`config.mk`:
```
export PLATFORM = sky130hd
export DESIGN_NAME = moving_average_filter_unit
export DESIGN_NICKNAME = d
export VERILOG_FILES = /design/src/hw/rtl/mavg_pkg.sv /design/src/hw/rtl/mavg_ring.sv /design/src/hw/rtl/mavg_div.sv /design/src/hw/rtl/mavg_fifo.sv /design/src/hw/rtl/moving_average_filter_unit.sv
export SDC_FILE = /design/constraint.sdc
export NUM_CORES = 2
export LEC_CHECK = 0
export ABC_AREA = 1
export BUFFER_PORTS_ARGS = -buffer_cell sky130_fd_sc_hd__buf_2
export CORE_ASPECT_RATIO = 0.6
export CORE_UTILIZATION = 50
export DETAILED_ROUTE_END_ITERATION = 8
export PLACE_DENSITY = 0.65
export SYNTH_ARGS = -nofsm -noshare
export SYNTH_HDL_FRONTEND = slang
export SYNTH_SLANG_ARGS = --single-unit
```
`constraint.sdc`:
```
create_clock -name clock -period 15.5 [get_ports clock]
set_clock_uncertainty 0.05 [all_clocks]
set_input_delay 1.55 -clock clock [delete_from_list [all_inputs] [get_ports clock]]
set_output_delay 1.55 -clock clock [all_outputs]
set_load 0.02 [all_outputs]
```
`src/hw/rtl/mavg_pkg.sv`:
```
// Shared constants, codes and types of the moving average filter.
package mavg_pkg;

   localparam int DATA_W     = 16;
   localparam int WINDOW_DEF = 100;
   localparam int FIFO_DEPTH = 8;

   localparam logic [DATA_W-1:0] PRESET_RESET = DATA_W'(2000);

   // Request kinds carried on tuser
   localparam logic REQ_SAMPLE = 1'b0;
   localparam logic REQ_REFILL = 1'b1;

   typedef struct packed {
      logic              accept;
      logic              kind;
      logic [DATA_W-1:0] sample;
   } req_beat_type;

endpackage

```
`src/hw/rtl/mavg_ring.sv`:
```
// Sample ring memory with read-modify-write of the running sum.
module mavg_ring import mavg_pkg::*; #(
   parameter int  WINDOW = WINDOW_DEF,
   localparam int SUM_W  = DATA_W + $clog2(WINDOW),
   localparam int SLOT_W = (WINDOW > 1) ? $clog2(WINDOW) : 1
) (
   input  logic              clock,
   input  logic              reset,
   input  req_beat_type      req_beat,
   input  logic [DATA_W-1:0] preset,
   output logic              sum_valid,
   output logic [SUM_W-1:0]  sum
);

   localparam logic [SUM_W-1:0]  WIN_SUM   = SUM_W'(WINDOW);
   localparam logic [SLOT_W-1:0] SLOT_LAST = SLOT_W'(WINDOW - 1);
   localparam logic [SUM_W-1:0]  SUM_RESET = SUM_W'(PRESET_RESET) * WIN_SUM;

   logic [DATA_W-1:0] ring_mem [WINDOW];

   logic [SLOT_W-1:0] slot_ff, slot_in;
   logic              full_ff, full_in;
   logic [DATA_W-1:0] fill_ff, fill_in;

   logic              s1_valid_ff;
   logic              s1_kind_ff;
   logic [DATA_W-1:0] s1_sample_ff;
   logic [SLOT_W-1:0] s1_slot_ff;
   logic              s1_full_ff;
   logic [DATA_W-1:0] rd_data_ff;

   logic              lw_valid_ff;
   logic [SLOT_W-1:0] lw_slot_ff;
   logic [DATA_W-1:0] lw_data_ff;

   logic [SUM_W-1:0]  sum_ff, sum_in;
   logic              sum_valid_ff;
   logic              wr_en;
   logic [DATA_W-1:0] old_data;

   // Ring pointer, wrap flag and fill value move at acceptance
   always_comb begin
      slot_in = slot_ff;
      full_in = full_ff;
      fill_in = fill_ff;
      if (req_beat.accept) begin
         if (req_beat.kind == REQ_REFILL) begin
            slot_in = '0;
            full_in = 1'b0;
            fill_in = preset;
         end else if (slot_ff == SLOT_LAST) begin
            slot_in = '0;
            full_in = 1'b1;
         end else begin
            slot_in = slot_ff + SLOT_W'(1);
         end
      end
   end

   always_ff @(posedge clock) begin
      if (reset) begin
         slot_ff     <= '0;
         full_ff     <= 1'b0;
         fill_ff     <= PRESET_RESET;
         s1_valid_ff <= 1'b0;
      end else begin
         slot_ff     <= slot_in;
         full_ff     <= full_in;
         fill_ff     <= fill_in;
         s1_valid_ff <= req_beat.accept;
      end
   end

   always_ff @(posedge clock) begin
      s1_kind_ff   <= req_beat.kind;
      s1_sample_ff <= req_beat.sample;
      s1_slot_ff   <= slot_ff;
      s1_full_ff   <= full_ff;
   end

   assign wr_en = s1_valid_ff && (s1_kind_ff == REQ_SAMPLE);

   always_ff @(posedge clock) begin
      rd_data_ff <= ring_mem[slot_ff];
      if (wr_en) begin
         ring_mem[s1_slot_ff] <= s1_sample_ff;
      end
   end

   // Remember the write of the last edge: the read taken at that same edge missed it
   always_ff @(posedge clock) begin
      if (reset) begin
         lw_valid_ff <= 1'b0;
      end else begin
         lw_valid_ff <= wr_en;
      end
      lw_slot_ff <= s1_slot_ff;
      lw_data_ff <= s1_sample_ff;
   end

   // Slots not written since the last refill still hold the fill value
   always_comb begin
      if (!s1_full_ff) begin
         old_data = fill_ff;
      end else if (lw_valid_ff && (lw_slot_ff == s1_slot_ff)) begin
         old_data = lw_data_ff;
      end else begin
         old_data = rd_data_ff;
      end
   end

   always_comb begin
      sum_in = sum_ff;
      if (s1_valid_ff) begin
         if (s1_kind_ff == REQ_REFILL) begin
            sum_in = SUM_W'(fill_ff) * WIN_SUM;
         end else begin
            sum_in = sum_ff - SUM_W'(old_data) + SUM_W'(s1_sample_ff);
         end
      end
   end

   always_ff @(posedge clock) begin
      if (reset) begin
         sum_ff       <= SUM_RESET;
         sum_valid_ff <= 1'b0;
      end else begin
         sum_ff       <= sum_in;
         sum_valid_ff <= wr_en;
      end
   end

   assign sum_valid = sum_valid_ff;
   assign sum       = sum_ff;

endmodule

```
`src/hw/rtl/mavg_div.sv`:
```
// Division of the running sum by the window length through a reciprocal multiply.
module mavg_div import mavg_pkg::*; #(
   parameter int  WINDOW = WINDOW_DEF,
   localparam int SUM_W  = DATA_W + $clog2(WINDOW)
) (
   input  logic              clock,
   input  logic              reset,
   input  logic              sum_valid,
   input  logic [SUM_W-1:0]  sum,
   output logic              avg_valid,
   output logic [DATA_W-1:0] avg
);

   // floor(x / W) == (x * ceil(2^S / W)) >> S for every SUM_W-bit x
   localparam int          SHIFT  = SUM_W + $clog2(WINDOW);
   localparam int          MUL_W  = SUM_W + 1;
   localparam int          PROD_W = SUM_W + MUL_W;
   localparam logic [63:0] RECIP  =
      ((64'd1 << SHIFT) + 64'(WINDOW - 1)) / 64'(WINDOW);
   localparam logic [MUL_W-1:0] MUL = MUL_W'(RECIP);

   logic [PROD_W-1:0] prod_ff;
   logic              prod_valid_ff;

   always_ff @(posedge clock) begin
      if (reset) begin
         prod_valid_ff <= 1'b0;
      end else begin
         prod_valid_ff <= sum_valid;
      end
      prod_ff <= PROD_W'(sum) * PROD_W'(MUL);
   end

   assign avg_valid = prod_valid_ff;
   assign avg       = prod_ff[SHIFT +: DATA_W];

endmodule

```
`src/hw/rtl/mavg_fifo.sv`:
```
// Result queue with credit count covering results still in the pipeline.
module mavg_fifo import mavg_pkg::*; (
   input  logic              clock,
   input  logic              reset,
   input  logic              reserve,
   input  logic              push,
   input  logic [DATA_W-1:0] push_data,
   output logic              room,
   output logic              out_valid,
   input  logic              out_ready,
   output logic [DATA_W-1:0] out_data
);

   localparam int PTR_W = $clog2(FIFO_DEPTH);
   localparam int CNT_W = $clog2(FIFO_DEPTH + 1);

   logic [DATA_W-1:0] entry_ff [FIFO_DEPTH];
   logic [PTR_W-1:0]  wr_ptr_ff, rd_ptr_ff;
   logic [CNT_W-1:0]  occ_ff, occ_in;
   logic [CNT_W-1:0]  credit_ff, credit_in;
   logic              pop;

   assign pop       = out_valid && out_ready;
   assign out_valid = (occ_ff != '0);
   assign out_data  = entry_ff[rd_ptr_ff];
   assign room      = (credit_ff < CNT_W'(FIFO_DEPTH));

   always_comb begin
      occ_in    = occ_ff + CNT_W'(push) - CNT_W'(pop);
      credit_in = credit_ff + CNT_W'(reserve) - CNT_W'(pop);
   end

   always_ff @(posedge clock) begin
      if (reset) begin
         wr_ptr_ff <= '0;
         rd_ptr_ff <= '0;
         occ_ff    <= '0;
         credit_ff <= '0;
      end else begin
         occ_ff    <= occ_in;
         credit_ff <= credit_in;
         if (push) begin
            wr_ptr_ff <= wr_ptr_ff + PTR_W'(1);
         end
         if (pop) begin
            rd_ptr_ff <= rd_ptr_ff + PTR_W'(1);
         end
      end
   end

   always_ff @(posedge clock) begin
      if (push) begin
         entry_ff[wr_ptr_ff] <= push_data;
      end
   end

endmodule

```
`src/hw/rtl/moving_average_filter_unit.sv`:
```
// Top level of the boxcar moving average filter.
//
//   channel   direction  tdata / data            tuser
//   req_*     in         sample [15:0]           req_type [0] (0 sample, 1 refill)
//   rsp_*     out        average [15:0]          -
//   csr_*     in         preset_value [15:0]     -
//
// One request per cycle while the result queue has room. A sample's average goes
// through the ring read, sum update and reciprocal multiply registers into the result
// queue, which then raises rsp_tvalid.
// The ring memory takes one read and one write per cycle; an eight-entry result queue
// paces req_tready, so a stalled rsp side holds back requests after eight samples.
// Reset is synchronous; the window reads as the preset value right away.
module moving_average_filter_unit import mavg_pkg::*; #(
   parameter int WINDOW = WINDOW_DEF
) (
   input  logic              clock,
   input  logic              reset,
   input  logic              req_tvalid,
   output logic              req_tready,
   input  logic [DATA_W-1:0] req_tdata,   // [15:0] sample
   input  logic [0:0]        req_tuser,   // [0] req_type
   output logic              rsp_tvalid,
   input  logic              rsp_tready,
   output logic [DATA_W-1:0] rsp_tdata,   // [15:0] average
   input  logic              csr_we,
   input  logic [DATA_W-1:0] csr_wdata    // [15:0] preset_value
);

   localparam int SUM_W = DATA_W + $clog2(WINDOW);

   logic [DATA_W-1:0] preset_ff;
   req_beat_type      req_beat;
   logic              sum_valid;
   logic [SUM_W-1:0]  sum;
   logic              avg_valid;
   logic [DATA_W-1:0] avg;
   logic              room;
   logic              sample_accept;

   always_ff @(posedge clock) begin
      if (reset) begin
         preset_ff <= PRESET_RESET;
      end else if (csr_we) begin
         preset_ff <= csr_wdata;
      end
   end

   assign req_tready      = room;
   assign req_beat.accept = req_tvalid && room;
   assign req_beat.kind   = req_tuser[0];
   assign req_beat.sample = req_tdata;

   // Only sample requests produce an average, so only they take a queue credit
   assign sample_accept = req_beat.accept && (req_beat.kind == REQ_SAMPLE);

   mavg_ring #(.WINDOW(WINDOW)) u_ring (
      .clock     (clock),
      .reset     (reset),
      .req_beat  (req_beat),
      .preset    (preset_ff),
      .sum_valid (sum_valid),
      .sum       (sum)
   );

   mavg_div #(.WINDOW(WINDOW)) u_div (
      .clock     (clock),
      .reset     (reset),
      .sum_valid (sum_valid),
      .sum       (sum),
      .avg_valid (avg_valid),
      .avg       (avg)
   );

   mavg_fifo u_fifo (
      .clock     (clock),
      .reset     (reset),
      .reserve   (sample_accept),
      .push      (avg_valid),
      .push_data (avg),
      .room      (room),
      .out_valid (rsp_tvalid),
      .out_ready (rsp_tready),
      .out_data  (rsp_tdata)
   );

endmodule

```
Word-level counts from Yosys, hierarchy flattened
Memory sizes are Yosys's and may differ from the RTL's. A register that Yosys moved wholly into a read port is not among the register bits. Index checks and enable logic that the tools add are counted.

Add/sub/neg operators: 9. $mul: 2. Magnitude comparators: 1. Equality and inequality tests: 2. Mux-type cells: 13. Bitwise gates (word level): 2. Reductions and logical operators: 9.

Operator list (count): multiplier 23 x 24 -> 46 bit (second input constant) (1); two-way mux 16 bit (2); adder 23 x 16 -> 23 bit (1); two-way mux 23 bit (1); subtractor 23 x 16 -> 23 bit (1); multiplier 16 x 5 -> 21 bit (second input constant) (1); two-way mux 7 bit (2); adder 4 x 1 -> 4 bit (2); subtractor 4 x 1 -> 4 bit (2); adder 7 x 1 -> 7 bit (second input constant) (1); == test 7 bit (1); == test 7 bit (second input constant) (1); adder 3 x 1 -> 3 bit (second input constant) (2); two-way mux 1 bit (6); two-way mux 3 bit (2); logical AND 1 bit (5); < comparator 4 bit (second input constant) (1); AND reduction 2 bit (2); nonzero test 4 bit (1); inverter 1 bit (2); nonzero test 2 bit (1).

Register bits: 174. Memory bits (writable): 1728. Bits of input ports: 38. Output and inout port bits: 18. Logic and storage cells: 59. Memories: 2.

Memories: u_ring.ring_mem (depth 100, width 16, read ports 1, clocked after Yosys merged registers in 1, write ports 1, line mavg_ring.sv:19) `logic [DATA_W-1:0] ring_mem [WINDOW];`; u_fifo.entry_ff (depth 8, width 16, read ports 1, clocked after Yosys merged registers in 1, write ports 1, line mavg_fifo.sv:17) `logic [DATA_W-1:0] entry_ff [FIFO_DEPTH];`.

Longest topological paths before layout
Depth after elaboration: 7. Depth in mapped cells: 26. Depth with buffers taken out: 26.

By module
A second synthesis with hierarchy kept.

Cell total of the unflattened synthesis: 8717. Area total of the unflattened synthesis: 90312.9 um^2.

By module, submodules not included: mavg_ring (times used 1, cells each 6502, area each 71911.5 um^2, seq. area each 50308.2 um^2); mavg_div (times used 1, cells each 1448, area each 11249.5 um^2, seq. area each 340.3 um^2); mavg_fifo (times used 1, cells each 674, area each 6495.0 um^2, seq. area each 4184.0 um^2); moving_average_filter_unit (times used 1, cells each 93, area each 656.9 um^2, seq. area each 320.3 um^2).

Worst setup path after synthesis
Ideal clock, no wire load.

Kind: register to register. Start: register u_ring.sum_ff[6] (netlist: u_ring.sum[6]). End: register u_div.prod_ff[39]. Library setup time: 0.113 ns. Arrival: 5.352 ns. Required time: 15.337 ns. Path slack: 9.985 ns. Stages on the path, launching flop included: 24. Buffers on the path: 0. Period minus slack after synthesis: 5.515 ns. Cells stage by stage: dfxtp_1 > inv_1 > fa_1 > inv_1 > fa_1 > inv_1 > fa_1 > fa_1 > inv_1 > fa_1 > fa_1 > inv_1 > fa_1 > inv_1 > ha_1 > nand2_1 > inv_1 > a21oi_1 > nand2_1 > nand2_1 > a21boi_0 > nand3_1 > nand2_1 > nand2_1.

Longest elaborated chain between the ends: 1.

Ends and longest elaborated chain: from (decl) (line mavg_ring.sv:36) `logic [SUM_W-1:0] sum_ff, sum_in;`; from (signal assigned) (line mavg_ring.sv:128) `sum_ff <= sum_in;`; multiplier 23 x 24 -> 46 bit (line mavg_div.sv:31) `prod_ff <= PROD_W'(sum) * PROD_W'(MUL);`; to (signal assigned) (line mavg_div.sv:31); to (decl) (line mavg_div.sv:22) `logic [PROD_W-1:0] prod_ff;`.

Every way passes these cells. A chain may end at the register's enable or synchronous reset.

Worst setup path after layout
Start: register u_ring.sum_ff[6] (netlist: u_ring.sum[6]). End: register u_div.prod_ff[38].

The elaborated chain is that of the path after synthesis.

==> impl_metrics.toml <==
[run_status]
status = "finished, violations left"
violations = "design-rule violations"

[cells_and_area]
stdcell_area_sq_um = 97220
fillers = 15045
fin_nets = 8978
fin_util_pct = 55.24
syn2layout_area_growth_pct = 9.366
stdcell_count = 10876
multi_input_area_sq_um = 29310
ff_latch_area_sq_um = 55220
layout-drive-gt1-share_pct = 6.014

[synthesis]
yosysTopAreaCell = "edfxtp_1"
synth_most_common_cell = "edfxtp_1"
ys_top_cells_by_area = "edfxtp_1 58%, nor2_1 7.0%, nand2_1 6.2%"
syn-cell-area_sq_um = 88890
ys_seq_area_share_pct = 62.05
syn-num-nets = 8943
syn_inst = 8354
yosysWarnings = 0
ys_types = 43
synth-seq-cells = 1891
synth_edf_count = 1728
ys.flop_type = "edfxtp_1"
synth_top_area_share_pct = 58.38
synth-async-reset-ratio_pct = 0
yosys-top-cells-count = "1728 x edfxtp_1, 1666 x nor2_1, 1465 x nand2_1, 880 x o21ai_0, 710 x inv_1"
syn-mean-instance-area_sq_um = 10.64

[clocking]
cts_resized = 0
post_cts_buffers = 0
clk_latency_ns = 0.82
htreeDepth = 4
cts_tree = "yes"
clock_sinks = 1891
clk_pin_slew_ns = 0.07
numCtsBuffers = 177
cts_max_path_buffers = 4
cts-root-buf = "clkbuf_16"
holdBufCountCts = 0

[floorplan]
die-height_um = 328.6
die_width_um = 546.3
dieArea_sq_um = 179500
core_sq_um = 176000
start_util_pct = 50.51
ioPinCount = 56
rows = 119

[grt]
grt_max_degree = 240
grt_pass1_wl_um = 383300
antenna_found_initial = 12
grt_overflow = 0
grt_pass1_vias = 56803
gr-usage-all-layers_pct = 29.01

[setup_path]
slowest_delay_ns = 0.55
r2r-start = "u_ring.sum[6]"
endpoint_kind = "register"
arrival_ns = 7.06
startpoint = "u_ring.sum[6]"
cp.required_ns = 16.16
worstPathMaxFanout = 7
cp_common_cell = "fa_1"
cp_slowest_cell = "fa_1"
criticalPathCategory = "reg2reg"
path_cells = "inv_1, fa_1, inv_1, fa_1, inv_1, fa_1, fa_1, inv_1, fa_1, fa_1, inv_1, fa_1, inv_1, ha_1, a21oi_1, o21ai_0, a21oi_1, o21ai_0, nand2_1, nand3_1, nand2_1, nand2_1"
startpoint_type = "register"

[detailed_routing]
via_count = 61540
wl_met1_um = 122400
drt_first_pass_iters = 8
drt-initial-drc-count = 8149
routed_wl_um = 262200
avgRoutedWirePerCell_um = 24.11
viasPerCell = 5.658
wl_met3_um = 34900
ant_nets = 0
route.top_layer_used = "met5"
wl_met2_um = 101100
drc = 2

[place]
io_buffers = 55
dpl.hpwl_um = 168900
placed_cell_area_sq_um = 91870
dp_cells = 10569
place.gp.congestion = 0.9608

[pwr]
leakagePower_uw = 0.03808
power_density_nw_per_um2 = 227.8
vdd_drop_max_mv = 0.7001

[sta]
tightest_slew_ns = 1.306
fin_crit_ns = 6.394
maxSlewViolCount = 0
finalHoldViolations = 0
fmax_mhz = 156.4
whs_ns = 0.3098
setup-tns-final_ns = 0
setup_viol = 0
rsz0062_at_grt = "no"
relSlewSlack_pct = 12.64
period_share_pct = 41.25

[min_path]
hold_path.class = "reg2reg"
hp-start = "u_ring.full_ff"

[job]
maxCapViolCount = 0
layer usage:
| metal | global-route usage, % | vias up |
|---|---|---|
| met1 | 47.00 | 30083 |
| li1 | - | 28204 |
| met3 | 9.158 | 246 |
| met4 | 4.774 | 6 |
| met5 | 0 | - |
| met2 | 37.78 | 3001 |
registers in the layout, indices dropped and copies added (netlist names), named ones only:
signal,flops
preset_ff,16
u_div.avg_valid,1
u_div.prod_ff,16
u_fifo.credit_ff,4
u_fifo.entry_ff,128
u_fifo.occ_ff,4
u_fifo.rd_ptr_ff,3
u_fifo.wr_ptr_ff,3
u_ring.fill_ff,16
u_ring.full_ff,1
u_ring.lw_data_ff,16
u_ring.lw_slot_ff,7
u_ring.lw_valid_ff,1
u_ring.rd_data_ff,16
u_ring.ring_mem,1600
u_ring.s1_full_ff,1
u_ring.s1_kind_ff,1
u_ring.s1_sample_ff,16
u_ring.s1_slot_ff,7
u_ring.s1_valid_ff,1
u_ring.slot_ff,7
u_ring.sum,23
cells in the final DEF (no fill, tap or decap), types with 5 or more instances in the layout:
master	synthesis	final
or2_2	5	5
dfxtp_4	0	18
fa_1	223	223
bufinv_16	0	7
clkbuf_1	165	46
buf_2	132	55
nand3_1	221	221
nor3_1	24	20
a21oi_1	248	248
buf_4	20	177
and2_1	5	5
o21ai_0	880	880
nor3_2	3	7
dfxtp_1	163	143
clkbuf_8	0	7
xnor2_1	7	7
a22oi_1	14	14
o21ai_1	50	50
nand3b_1	5	5
clkinv_1	4	34
a31oi_1	19	19
o21bai_1	11	11
inv_6	0	6
ha_1	328	328
edfxtp_1	1728	1728
o211ai_1	11	11
o22ai_1	102	102
nor2_1	1666	1660
xor2_1	21	21
clkbuf_16	0	181
clkinv_2	0	20
inv_1	710	709
nand2_1	1465	1465
nand4_1	30	30
cells by family (layout without fill, tap and decap cells):
family          Yosys count  after routing  share of synthesized area, %
xor+xnor                 28             28                        0.2759
flops                  1891           1891                         62.05
fa+ha+maj               551            551                         9.639
other cells               0              3                             0
compound gates         1353           1353                         7.951
buf+inv                1098           1258                         5.066
simple gates           3433           3433                         15.02
report_power, final:
group / internal [uW] / switching [uW] / leakage (uW)
Sequential: 5730 / 165 / 0.0169
Clock: 2290 / 1880 / 0.00260
Combinational: 3700 / 8370 / 0.0186
final cells by class:
type,count,share of cell area [%]
Sequential cell,1891,56.80
Clock inverter,68,0.5431
Multi-Input combinational cell,5365,30.15
Timing Repair Buffer,235,1.712
Inverter,719,2.802
Antenna cell,3,0.007722
Clock buffer,236,4.946
Tap cell,2359,3.036
metrics by stage:
| stage | worst slack, ns | power [uW] |
|---|---|---|
| 2_1_floorplan | 9.985 | 13480 |
| 3_3_place_gp | 9.262 | 17630 |
| 3_5_place_dp | 9.239 | 17560 |
| 4_1_cts | 9.235 | 21770 |
| 5_1_grt | 8.783 | 23620 |
| 6_report | 9.106 | 22140 |
final timing paths:
check,endpoint,slack (ns),cells after the start
worst max register to register,u_div.prod_ff[38],9.11,22
worst min-delay path,u_ring.s1_full_ff,0.31,0
worst min register to register,u_ring.s1_full_ff,0.31,0
worst max-delay path,u_div.prod_ff[38],9.11,22
worst max-delay path, delay by kind of cell, from the launching register on:
kind / cells / cell delay (ns)
flip-flops: 1 / 0.54
AND/OR/NAND/NOR: 4 / 0.29
buffers and inverters: 6 / 0.51
adder cells (fa/ha/maj): 8 / 3.78
AO/OA/AOI/OAI: 4 / 1.13
No activity file was read; power rests on OpenSTA's default activity.
